### src/rtl/core/breakpoint_envelope_generator_top_defines.svh
// Assertion macros for the breakpoint envelope generator.
// Included by the top level; no other dependencies.
`ifndef BREAKPOINT_ENVELOPE_GENERATOR_TOP_DEFINES_SVH
`define BREAKPOINT_ENVELOPE_GENERATOR_TOP_DEFINES_SVH

`ifndef SYNTHESIS
// Same-cycle implication under reset disable
`define BEG_ASSERT_NOW(lbl, clk, rst, ante, cons) \
  lbl: assert property (@(posedge clk) disable iff (rst) (ante) |-> (cons)) \
    else $error("envelope assertion failed");
// Next-cycle implication under reset disable
`define BEG_ASSERT_NEXT(lbl, clk, rst, ante, cons) \
  lbl: assert property (@(posedge clk) disable iff (rst) (ante) |=> (cons)) \
    else $error("envelope assertion failed");
`else
`define BEG_ASSERT_NOW(lbl, clk, rst, ante, cons)
`define BEG_ASSERT_NEXT(lbl, clk, rst, ante, cons)
`endif

`endif

### src/rtl/core/beg_pkg.sv
// Shared types and constants for the breakpoint envelope generator.
// No dependencies; imported by every module of the block.
`timescale 1ns / 1ps

package beg_pkg;

  localparam int MAX_POINTS = 8;
  localparam int PT_IDX_W   = $clog2(MAX_POINTS);
  localparam int PT_CNT_W   = PT_IDX_W + 1;
  localparam int TIME_BITS  = 32;
  localparam int START_W    = 16;
  localparam int VALUE_W    = 16;
  localparam int REL_W      = 16;
  localparam int ABS_W      = 24;
  localparam int SS_W       = START_W + ABS_W;   // scaled start width
  localparam int D_W        = SS_W + 1;          // signed segment/offset width
  localparam int ACC_W      = 64;                // multiply-accumulate width
  localparam int MAG_W      = VALUE_W + 1;       // magnitude of level or level delta
  localparam int CNT_W      = $clog2(ACC_W) + 1;
  localparam int CFG_ADDR_W = 4;
  localparam int CFG_DATA_W = 32;

  typedef enum logic [1:0] {
    OP_TICK   = 2'd0,
    OP_KEY_ON = 2'd1,
    OP_LOAD   = 2'd2
  } beg_op_t;

  typedef enum logic [1:0] {
    REG_POINT_COUNT     = 2'd0,
    REG_RELATIVE_LENGTH = 2'd1,
    REG_ABSOLUTE_LENGTH = 2'd2
  } beg_reg_t;

  typedef struct packed {
    logic [1:0]                op;
    logic [PT_IDX_W-1:0]       point_index;
    logic [START_W-1:0]        point_start;
    logic signed [VALUE_W-1:0] point_value;
  } beg_cmd_t;

  typedef struct packed {
    logic signed [VALUE_W-1:0] sample;
    logic [PT_IDX_W-1:0]       segment;
    logic                      holding;
  } beg_env_t;

  typedef struct packed {
    logic [3:0]       point_count;
    logic [REL_W-1:0] relative_length;
    logic [ABS_W-1:0] absolute_length;
  } beg_cfg_t;

  // Controller to datapath commands
  typedef struct packed {
    logic load_point;
    logic key_on;
    logic idx_next;
    logic mul_load;
    logic div_start;
    logic div_interp;
    logic ss_latch;
    logic cs_latch;
    logic seg_inc;
    logic mac_load1;
    logic mac_load2;
    logic mac_step;
    logic res_load;
    logic res_interp;
    logic res_hold;
    logic time_inc;
  } beg_ctl_t;

  // Datapath to controller status
  typedef struct packed {
    logic running;
    logic seg_last;
    logic ss_hit;
    logic ss_flat;
    logic div_busy;
    logic mac_zero;
    logic out_free;
  } beg_status_t;

endpackage

### src/rtl/core/beg_divider.sv
// Iterative restoring divider, one quotient bit per cycle.
// Depends on beg_pkg for widths.
`timescale 1ns / 1ps

module beg_divider (
  input  logic                      clk,
  input  logic                      rst,
  input  logic                      start,
  input  logic [beg_pkg::ACC_W-1:0] num,
  input  logic [beg_pkg::SS_W-1:0]  den,
  input  logic [beg_pkg::CNT_W-1:0] steps,
  output logic                      busy,
  output logic [beg_pkg::ACC_W-1:0] quo
);
  import beg_pkg::*;

  logic [SS_W-1:0]  rem;
  logic [SS_W-1:0]  den_q;
  logic [ACC_W-1:0] num_sh;
  logic [CNT_W-1:0] cnt;
  logic [SS_W:0]    rem_sh;
  logic [SS_W:0]    rem_diff;
  logic             ge;

  // Shift in the next numerator bit and trial-subtract
  assign rem_sh   = {rem, num_sh[ACC_W-1]};
  assign rem_diff = rem_sh - {1'b0, den_q};
  assign ge       = (rem_sh >= {1'b0, den_q});

  // Control: step count and busy flag
  always_ff @(posedge clk) begin
    if (rst) begin
      busy <= 1'b0;
      cnt  <= '0;
    end else if (start) begin
      busy <= 1'b1;
      cnt  <= steps;
    end else if (busy) begin
      cnt  <= cnt - CNT_W'(1);
      busy <= (cnt != CNT_W'(1));
    end
  end

  // Datapath: remainder, shifted numerator, quotient
  always_ff @(posedge clk) begin
    if (start) begin
      rem    <= '0;
      num_sh <= num;
      den_q  <= den;
      quo    <= '0;
    end else if (busy) begin
      rem    <= ge ? rem_diff[SS_W-1:0] : rem_sh[SS_W-1:0];
      num_sh <= {num_sh[ACC_W-2:0], 1'b0};
      quo    <= {quo[ACC_W-2:0], ge};
    end
  end

endmodule

### src/rtl/core/beg_datapath.sv
// Datapath: breakpoint tables, envelope state, scaling multiplier,
// shift-add accumulator, output register. Depends on beg_pkg, beg_divider.
`timescale 1ns / 1ps

module beg_datapath (
  input  logic                clk,
  input  logic                rst,
  input  beg_pkg::beg_cfg_t   cfg,
  input  beg_pkg::beg_cmd_t   cmd,
  input  beg_pkg::beg_ctl_t   ctl,
  output beg_pkg::beg_status_t stat,
  output logic                env_valid,
  input  logic                env_stall,
  output beg_pkg::beg_env_t   env
);
  import beg_pkg::*;

  logic [START_W-1:0]        start_tab [MAX_POINTS];
  logic signed [VALUE_W-1:0] value_tab [MAX_POINTS];
  logic [PT_IDX_W-1:0]       seg;
  logic                      running;
  logic [TIME_BITS-1:0]      tick_time;

  logic [SS_W-1:0]           prod;
  logic [SS_W-1:0]           ss_reg;
  logic [SS_W-1:0]           cs_reg;
  logic signed [VALUE_W-1:0] a_reg;
  logic signed [ACC_W-1:0]   acc;
  logic signed [ACC_W-1:0]   mac_y;
  logic [MAG_W-1:0]          mac_x;
  logic                      mac_neg;

  logic [PT_IDX_W-1:0]       rd_idx;
  logic [START_W-1:0]        rd_start;
  logic signed [VALUE_W-1:0] rd_value;
  logic [PT_CNT_W-1:0]       count_used;
  logic [PT_CNT_W-1:0]       seg_plus;
  logic signed [D_W-1:0]     seg_len;
  logic signed [D_W-1:0]     offs;
  logic [D_W-1:0]            seg_len_mag;
  logic signed [MAG_W-1:0]   a_ext;
  logic signed [MAG_W-1:0]   diff;
  logic [ACC_W-1:0]          acc_mag;
  logic [REL_W-1:0]          rel_used;
  logic [ACC_W-1:0]          div_num;
  logic [SS_W-1:0]           div_den;
  logic [CNT_W-1:0]          div_steps;
  logic                      div_busy;
  logic [ACC_W-1:0]          quo;
  logic                      q_neg;
  logic signed [VALUE_W-1:0] sat_level;

  // Table read port, one address per cycle
  assign rd_idx   = ctl.idx_next ? PT_IDX_W'(seg + PT_IDX_W'(1)) : seg;
  assign rd_start = start_tab[rd_idx];
  assign rd_value = value_tab[rd_idx];

  // Points in use, clamped to the table
  always_comb begin
    if (cfg.point_count == 4'd0) begin
      count_used = PT_CNT_W'(1);
    end else if (cfg.point_count > 4'(MAX_POINTS)) begin
      count_used = PT_CNT_W'(MAX_POINTS);
    end else begin
      count_used = PT_CNT_W'(cfg.point_count);
    end
  end

  assign seg_plus      = {1'b0, seg} + PT_CNT_W'(1);
  assign stat.seg_last = (seg_plus >= count_used);
  assign stat.running  = running;
  assign stat.ss_hit   = (ss_reg == SS_W'(tick_time));
  assign stat.ss_flat  = (ss_reg == cs_reg);
  assign stat.div_busy = div_busy;
  assign stat.mac_zero = (mac_x == '0);
  assign stat.out_free = !env_valid || !env_stall;

  // Segment length and offset into the segment, in ticks
  assign seg_len     = $signed({1'b0, ss_reg}) - $signed({1'b0, cs_reg});
  assign offs        = $signed(D_W'(tick_time)) - $signed({1'b0, cs_reg});
  assign seg_len_mag = seg_len[D_W-1] ? D_W'(-seg_len) : D_W'(seg_len);
  assign a_ext       = MAG_W'(rd_value);
  assign diff        = MAG_W'(rd_value) - MAG_W'(a_reg);
  assign acc_mag     = acc[ACC_W-1] ? ACC_W'(-acc) : ACC_W'(acc);

  // Divider operands: scaled start or interpolation quotient
  assign rel_used = (cfg.relative_length == '0) ? REL_W'(1) : cfg.relative_length;
  always_comb begin
    if (ctl.div_interp) begin
      div_num   = acc_mag;
      div_den   = seg_len_mag[SS_W-1:0];
      div_steps = CNT_W'(ACC_W);
    end else begin
      div_num   = {prod, {(ACC_W-SS_W){1'b0}}};
      div_den   = SS_W'(rel_used);
      div_steps = CNT_W'(SS_W);
    end
  end

  beg_divider u_div (
    .clk   (clk),
    .rst   (rst),
    .start (ctl.div_start),
    .num   (div_num),
    .den   (div_den),
    .steps (div_steps),
    .busy  (div_busy),
    .quo   (quo)
  );

  // Sign and saturate the interpolated level
  assign q_neg = acc[ACC_W-1] ^ seg_len[D_W-1];
  always_comb begin
    if (!q_neg) begin
      sat_level = (quo > ACC_W'(32767)) ? 16'sh7fff : $signed(quo[VALUE_W-1:0]);
    end else begin
      sat_level = (quo > ACC_W'(32768)) ? 16'sh8000
                                        : $signed(VALUE_W'(~quo[VALUE_W-1:0] + 16'd1));
    end
  end

  // Tables and envelope state
  always_ff @(posedge clk) begin
    if (rst) begin
      for (int i = 0; i < MAX_POINTS; i++) begin
        start_tab[i] <= '0;
        value_tab[i] <= '0;
      end
      seg       <= '0;
      running   <= 1'b0;
      tick_time <= '0;
    end else begin
      if (ctl.load_point) begin
        start_tab[cmd.point_index] <= cmd.point_start;
        value_tab[cmd.point_index] <= cmd.point_value;
        running <= 1'b0;
        seg     <= '0;
      end
      if (ctl.key_on) begin
        running   <= 1'b1;
        seg       <= '0;
        tick_time <= '0;
      end
      if (ctl.seg_inc) begin
        seg <= seg + PT_IDX_W'(1);
      end
      if (ctl.time_inc) begin
        tick_time <= tick_time + TIME_BITS'(1);
      end
    end
  end

  // Scaling product and latched scaled starts
  always_ff @(posedge clk) begin
    if (ctl.mul_load) begin
      prod <= SS_W'(rd_start) * SS_W'(cfg.absolute_length);
    end
    if (ctl.ss_latch) begin
      ss_reg <= quo[SS_W-1:0];
    end
    if (ctl.cs_latch) begin
      cs_reg <= quo[SS_W-1:0];
    end
  end

  // Shift-add accumulate: level times length, plus delta times offset
  always_ff @(posedge clk) begin
    if (rst) begin
      mac_x <= '0;
    end else if (ctl.mac_load1) begin
      mac_x <= a_ext[MAG_W-1] ? MAG_W'(-a_ext) : MAG_W'(a_ext);
    end else if (ctl.mac_load2) begin
      mac_x <= diff[MAG_W-1] ? MAG_W'(-diff) : MAG_W'(diff);
    end else if (ctl.mac_step) begin
      mac_x <= mac_x >> 1;
    end
  end

  always_ff @(posedge clk) begin
    if (ctl.mac_load1) begin
      a_reg   <= rd_value;
      acc     <= '0;
      mac_neg <= a_ext[MAG_W-1];
      mac_y   <= ACC_W'(seg_len);
    end else if (ctl.mac_load2) begin
      mac_neg <= diff[MAG_W-1];
      mac_y   <= ACC_W'(offs);
    end else if (ctl.mac_step) begin
      if (mac_x[0]) begin
        acc <= mac_neg ? acc - mac_y : acc + mac_y;
      end
      mac_y <= mac_y <<< 1;
    end
  end

  // Output register
  always_ff @(posedge clk) begin
    if (rst) begin
      env_valid <= 1'b0;
    end else if (ctl.res_load) begin
      env_valid <= 1'b1;
    end else if (!env_stall) begin
      env_valid <= 1'b0;
    end
  end

  always_ff @(posedge clk) begin
    if (ctl.res_load) begin
      env.sample  <= ctl.res_interp ? sat_level : rd_value;
      env.segment <= seg;
      env.holding <= ctl.res_hold;
    end
  end

endmodule

### src/rtl/core/beg_ctrl.sv
// Controller state machine: sequences probes, interpolation and output.
// Depends on beg_pkg for command and status types.
`timescale 1ns / 1ps

module beg_ctrl (
  input  logic                 clk,
  input  logic                 rst,
  input  logic                 cmd_valid,
  input  logic [1:0]           op,
  input  beg_pkg::beg_status_t stat,
  output beg_pkg::beg_ctl_t    ctl,
  output logic                 cmd_stall
);
  import beg_pkg::*;

  typedef enum logic [16:0] {
    ST_IDLE     = 17'h00001,
    ST_P_MUL    = 17'h00002,
    ST_P_DIV    = 17'h00004,
    ST_P_WAIT   = 17'h00008,
    ST_P_CHK    = 17'h00010,
    ST_P_TEST   = 17'h00020,
    ST_C_MUL    = 17'h00040,
    ST_C_DIV    = 17'h00080,
    ST_C_WAIT   = 17'h00100,
    ST_C_CHK    = 17'h00200,
    ST_M1_LD    = 17'h00400,
    ST_M1       = 17'h00800,
    ST_M2       = 17'h01000,
    ST_D_WAIT   = 17'h02000,
    ST_E_HOLD   = 17'h04000,
    ST_E_FLAT   = 17'h08000,
    ST_E_INTERP = 17'h10000
  } beg_state_t;

  beg_state_t state;
  beg_state_t state_next;

  always_ff @(posedge clk) begin
    if (rst) begin
      state <= ST_IDLE;
    end else begin
      state <= state_next;
    end
  end

  assign cmd_stall = (state != ST_IDLE);

  // Next state and commands
  always_comb begin
    state_next = state;
    ctl        = '0;
    case (state)
      ST_IDLE: begin
        if (cmd_valid) begin
          case (beg_op_t'(op))
            OP_KEY_ON: ctl.key_on = 1'b1;
            OP_LOAD:   ctl.load_point = 1'b1;
            OP_TICK: begin
              state_next = (!stat.running || stat.seg_last) ? ST_E_HOLD : ST_P_MUL;
            end
            default: ;
          endcase
        end
      end
      ST_P_MUL: begin
        ctl.idx_next = 1'b1;
        ctl.mul_load = 1'b1;
        state_next   = ST_P_DIV;
      end
      ST_P_DIV: begin
        ctl.div_start = 1'b1;
        state_next    = ST_P_WAIT;
      end
      ST_P_WAIT: begin
        if (!stat.div_busy) begin
          ctl.ss_latch = 1'b1;
          state_next   = ST_P_CHK;
        end
      end
      ST_P_CHK: begin
        if (stat.ss_hit) begin
          ctl.seg_inc = 1'b1;
          state_next  = ST_P_TEST;
        end else begin
          state_next  = ST_C_MUL;
        end
      end
      ST_P_TEST: begin
        state_next = stat.seg_last ? ST_E_HOLD : ST_P_MUL;
      end
      ST_C_MUL: begin
        ctl.mul_load = 1'b1;
        state_next   = ST_C_DIV;
      end
      ST_C_DIV: begin
        ctl.div_start = 1'b1;
        state_next    = ST_C_WAIT;
      end
      ST_C_WAIT: begin
        if (!stat.div_busy) begin
          ctl.cs_latch = 1'b1;
          state_next   = ST_C_CHK;
        end
      end
      ST_C_CHK: begin
        state_next = stat.ss_flat ? ST_E_FLAT : ST_M1_LD;
      end
      ST_M1_LD: begin
        ctl.mac_load1 = 1'b1;
        state_next    = ST_M1;
      end
      ST_M1: begin
        if (stat.mac_zero) begin
          ctl.idx_next  = 1'b1;
          ctl.mac_load2 = 1'b1;
          state_next    = ST_M2;
        end else begin
          ctl.mac_step = 1'b1;
        end
      end
      ST_M2: begin
        if (stat.mac_zero) begin
          ctl.div_start  = 1'b1;
          ctl.div_interp = 1'b1;
          state_next     = ST_D_WAIT;
        end else begin
          ctl.mac_step = 1'b1;
        end
      end
      ST_D_WAIT: begin
        ctl.div_interp = 1'b1;
        if (!stat.div_busy) begin
          state_next = ST_E_INTERP;
        end
      end
      ST_E_HOLD: begin
        if (stat.out_free) begin
          ctl.res_load = 1'b1;
          ctl.res_hold = 1'b1;
          state_next   = ST_IDLE;
        end
      end
      ST_E_FLAT: begin
        if (stat.out_free) begin
          ctl.res_load = 1'b1;
          ctl.time_inc = 1'b1;
          state_next   = ST_IDLE;
        end
      end
      ST_E_INTERP: begin
        ctl.div_interp = 1'b1;
        if (stat.out_free) begin
          ctl.res_load   = 1'b1;
          ctl.res_interp = 1'b1;
          ctl.time_inc   = 1'b1;
          state_next     = ST_IDLE;
        end
      end
      default: state_next = ST_IDLE;
    endcase
  end

endmodule

### src/rtl/core/breakpoint_envelope_generator_top.sv
// Top level of the breakpoint envelope generator: APB register file,
// controller and datapath. Depends on beg_pkg, beg_ctrl, beg_datapath.
//
//  channel | direction | handshake          | payload
//  cmd     | in        | cmd_valid/cmd_stall | beg_cmd_t (op, index, start, value)
//  env     | out       | env_valid/env_stall | beg_env_t (sample, segment, holding)
//  apb     | in        | psel/penable/pready | 32-bit registers at 0x0, 0x4, 0x8
//
// Key-on, load and unused codes complete in the idle state; idle or holding ticks pass
// through ST_E_HOLD. An interpolating tick computes scaled starts (skipped points plus two in
// all) with the 40-step divider, then runs the shift-add accumulator and the 64-step
// interpolation divide.
// Reset is synchronous and clears the tables and state at once.
// The output register holds a result under env_stall while the next item runs.
`timescale 1ns / 1ps
`include "breakpoint_envelope_generator_top_defines.svh"

module breakpoint_envelope_generator_top (
  input  logic                           clk,
  input  logic                           rst,
  input  logic                           cmd_valid,
  output logic                           cmd_stall,
  input  beg_pkg::beg_cmd_t              cmd,
  output logic                           env_valid,
  input  logic                           env_stall,
  output beg_pkg::beg_env_t              env,
  input  logic                           psel,
  input  logic                           penable,
  input  logic                           pwrite,
  input  logic [beg_pkg::CFG_ADDR_W-1:0] paddr,
  input  logic [beg_pkg::CFG_DATA_W-1:0] pwdata,
  output logic [beg_pkg::CFG_DATA_W-1:0] prdata,
  output logic                           pready
);
  import beg_pkg::*;

  beg_cfg_t    cfg;
  beg_ctl_t    ctl;
  beg_status_t stat;
  beg_reg_t    reg_sel;
  logic        cfg_wr;
  logic        cmd_acc;

  assign pready  = 1'b1;
  assign reg_sel = beg_reg_t'(paddr[3:2]);
  assign cfg_wr  = psel && penable && pwrite && pready;
  assign cmd_acc = cmd_valid && !cmd_stall;

  // Write configuration registers
  always_ff @(posedge clk) begin
    if (rst) begin
      cfg.point_count     <= 4'd2;
      cfg.relative_length <= REL_W'(256);
      cfg.absolute_length <= ABS_W'(1);
    end else if (cfg_wr) begin
      case (reg_sel)
        REG_POINT_COUNT:     cfg.point_count     <= pwdata[3:0];
        REG_RELATIVE_LENGTH: cfg.relative_length <= pwdata[REL_W-1:0];
        REG_ABSOLUTE_LENGTH: cfg.absolute_length <= pwdata[ABS_W-1:0];
        default: ;
      endcase
    end
  end

  // Read back configuration registers
  always_comb begin
    case (reg_sel)
      REG_POINT_COUNT:     prdata = CFG_DATA_W'(cfg.point_count);
      REG_RELATIVE_LENGTH: prdata = CFG_DATA_W'(cfg.relative_length);
      REG_ABSOLUTE_LENGTH: prdata = CFG_DATA_W'(cfg.absolute_length);
      default:             prdata = '0;
    endcase
  end

  beg_ctrl u_ctrl (
    .clk       (clk),
    .rst       (rst),
    .cmd_valid (cmd_valid),
    .op        (cmd.op),
    .stat      (stat),
    .ctl       (ctl),
    .cmd_stall (cmd_stall)
  );

  beg_datapath u_dp (
    .clk       (clk),
    .rst       (rst),
    .cfg       (cfg),
    .cmd       (cmd),
    .ctl       (ctl),
    .stat      (stat),
    .env_valid (env_valid),
    .env_stall (env_stall),
    .env       (env)
  );

  // Tick transactions always leave the block busy once they are taken
  `BEG_ASSERT_NEXT(a_tick_busy, clk, rst, cmd_acc && (cmd.op == OP_TICK), cmd_stall)
  // Key-on and load complete in the cycle they are taken
  `BEG_ASSERT_NEXT(a_ctl_quick, clk, rst, cmd_acc && (cmd.op != OP_TICK) && (cmd.op != 2'd3), !cmd_stall)
  // The divider is quiet whenever the block is idle
  `BEG_ASSERT_NOW(a_idle_div, clk, rst, !cmd_stall, !stat.div_busy)
  // Never overwrite a result still waiting under stall
  `BEG_ASSERT_NOW(a_no_overrun, clk, rst, ctl.res_load, !env_valid || !env_stall)

endmodule

### config.mk
export PLATFORM = sky130hd
export DESIGN_NAME = breakpoint_envelope_generator_top
export DESIGN_NICKNAME = d
export VERILOG_FILES = /design/src/rtl/core/beg_pkg.sv /design/src/rtl/core/beg_divider.sv /design/src/rtl/core/beg_datapath.sv /design/src/rtl/core/beg_ctrl.sv /design/src/rtl/core/breakpoint_envelope_generator_top.sv
export VERILOG_INCLUDE_DIRS = /design/src /design/src/rtl/core
export SDC_FILE = /design/constraint.sdc
export NUM_CORES = 2
export LEC_CHECK = 0
export BUFFER_PORTS_ARGS = -buffer_cell sky130_fd_sc_hd__buf_2
export CAP_MARGIN = 20
export CORE_MARGIN = 2
export CORE_UTILIZATION = 55
export DETAILED_ROUTE_END_ITERATION = 10
export PLACE_DENSITY = 0.71
export SYNTH_ARGS = -nofsm -noshare
export SYNTH_HDL_FRONTEND = slang
export SYNTH_SLANG_ARGS = --single-unit
### constraint.sdc
create_clock -name clk -period 14.8 [get_ports clk]
set_input_delay 1.48 -clock clk [delete_from_list [all_inputs] [get_ports clk]]
set_output_delay 1.48 -clock clk [all_outputs]
set_load 0.03 [all_outputs]
==> flow_summary.ini <==
[worst_hold_path]
hold_class = flip-flop to flip-flop

[logic_synthesis]
synth_top_family_by_area = simple AND/OR/NAND/NOR gates
postSynthAreaPerCell_sq_um = 9.10
yosys.area.top_type_share = 0.273
yosysUniqueCellTypes = 93
synthAdderAreaFrac = 0.159
syn_inst = 7024
synth_compound_area_frac = 0.148
synthMuxAreaShare = 0.0221
ys_async_sr_fraction = 0
ys_ff_latch = 872
syn_area_sq_um = 63900
synth_ff_type = edfxtp_1
synthSimpleGateAreaFrac = 0.193
synth_edf_count = 581
synth-xor-area-share = 0.0588
synth-seq-area-share = 0.364
yosys-top-cells-area = edfxtp_1 27%, fa_1 9.7%, dfxtp_1 9.1%, ha_1 6.2%, nand2_1 5.1%
ys_warn_count = 0
yosysTopAreaCell = edfxtp_1

[routing]
drt_iter0_drc = 4147
vias = 51300
drtPass1Iterations = 6
wl_per_cell_microns = 20.1
route.detailed.drc = 0
viasPerCell = 5.98
drt-total-wl_microns = 172000
ant_nets = 0

[grt]
grt_busiest_layer = met2
grtUsageMet1 = 0.381
grt_overflow = 0
antenna_found_initial = 17
grt_pass1_vias = 49900
met2_usage = 0.465
grt_usage = 0.288
grt_use_met3 = 0.0541
grt_pass1_wl_microns = 272000
grt_max_degree = 89

[finish]
drive_above_1_share = 0.0685
fin_util = 0.597
layout_common_cells = 867 x nand2_1, 581 x edfxtp_1, 551 x inv_1
top_regs = u_dp.start_tab x128, u_dp.value_tab x128
nNetsFinal = 7680
layout_commonest_cell = nand2_1
syn2layout_area_growth_pct = 8.07

[timing]
fin_setup_tns_ns = 0
slew_viol_final = 0
worstMarginPinSlew_ns = 1.13
finClkSkew_ns = 0.0633
finalHoldViolations = 0
setup_viol_count_final = 0
min_period_ns = 10.72
timing.fmax_ghz = 0.0933
period_share = 0.724
max_slew_margin = 0.249
rsz0062_at_grt = no

[clock_network]
root_buffer = clkbuf_16
cts-resized-gates = 0
numCtsBuffers = 95
cts_tree = done
clk_latency_ns = 0.72
postCtsSetupBuffers = 0
cts_max_level = 3
cts.sinks = 872
cts_hold_buf = 0
clockBufferDepth = 3
clk_transition_reported_paths_ns = 0.07

[critical_path]
path_max_fanout = 73
critPathTopFamily = adder cells
crit_required_ns = 15.24
critPathMaxStageDelay_ns = 0.73
cp_slowest_cell = buf_4
cp.arrival_ns = 11.16
path_buf_inv = 7
end_kind = flip-flop
path_class = flip-flop to flip-flop
worst_setup_path_start_kind = flip-flop

[floorplanning]
fp.dieW_microns = 345
start_util = 0.552
coreArea_sq_um = 116000
num_rows = 125
die_y_microns = 345
dieArea_sq_um = 119000
ioPinCount = 135

[placed_design]
io_buffers = 115
dp_hpwl_microns = 122000
place_congestion = 0.953

[status]
status = finished, final reports clean

[flow_run]
max_cap_viol_count = 0

[power_and_ir_drop]
power_leakage_nw = 29.8
irDropWorstVdd_v = 0.0000920
power_density_nw_per_um2 = 80.8
## report_power, final
group	leakage [nW]	total (mW)	internal, mW	switching [mW]
Combinational	20.4	0.493	0.173	0.320
Clock	1.54	2.41	1.34	1.07
Sequential	7.88	2.68	2.64	0.0389
## cell type report
class,count,area [sq um]
diodes,8,20.0
clock buffers,119,2590
clock inverters,59,589
fillers,9947,46600
inverters,557,2090
multi-input cells,5238,37300
flip-flops and latches,872,23300
well taps,1524,1910
repair buffers,208,1330
## cells by family (layout without fill, tap and decap cells)
group	count (synthesis)	in the layout
simple gates	2520	2520
other cells	2	17
fa+ha+maj	628	628
flops	872	872
mux	139	139
buf+inv	921	943
compound gates	1513	1513
xor+xnor	429	429
## final timing paths
path                        start       endpoint  slack (ns)  depth (start not counted)
setup reg to reg  u_ctrl.state[0]  u_dp.prod[39]        4.08                         37
hold / removal            cfg[13]        cfg[13]        0.46                          2
setup / recovery  u_ctrl.state[0]  u_dp.prod[39]        4.08                         37
hold reg to reg           cfg[13]        cfg[13]        0.46                          2
## per-stage QoR
stage | power, mW | std cells | cell area [sq um] | setup slack, ns | hold slack [ns]
3_5_place_dp | 3.21 | 8393 | 65800 | 4.30 | 0.451
3_3_place_gp | 3.20 | 8390 | 65800 | 4.28 | 0.447
6_report | 5.58 | 8585 | 69100 | 4.08 | 0.458
2_1_floorplan | 3.07 | 7031 | 64000 | 4.99 | 0.442
4_1_cts | 5.61 | 8571 | 69000 | 4.15 | 0.460
5_1_grt | 5.76 | 8582 | 69100 | 3.36 | 0.486
## worst min-delay path, stage by stage (launching register included)
cell	delay (ns)
dfxtp_1	0.31
nand2_1	0.05
a21oi_1	0.05
## metal layers
| metal | up-vias | share of wire |
|---|---|---|
| li1 | 24200 | - |
| met1 | 24900 | 0.42 |
| met2 | 1795 | 0.46 |
| met3 | 360 | 0.079 |
| met4 | 16 | 0.043 |
| met5 | - | 0.00066 |
## synthesized netlist by cell type (all sizes together), types with 43 or more instances
library cell  count
a21o            156
a21oi           482
a22oi            46
a31oi            58
and2            452
and3             49
buf              68
clkbuf          296
dfxtp           291
edfxtp          581
fa              311
ha              317
inv             555
mux2i           124
nand2           871
nand2b           54
nand3           236
nand4            63
nor2            428
nor2b            43
nor3            103
nor4             51
o21ai           382
or3              45
xnor2           259
xor2            170
(Power assumes the default switching activity.)
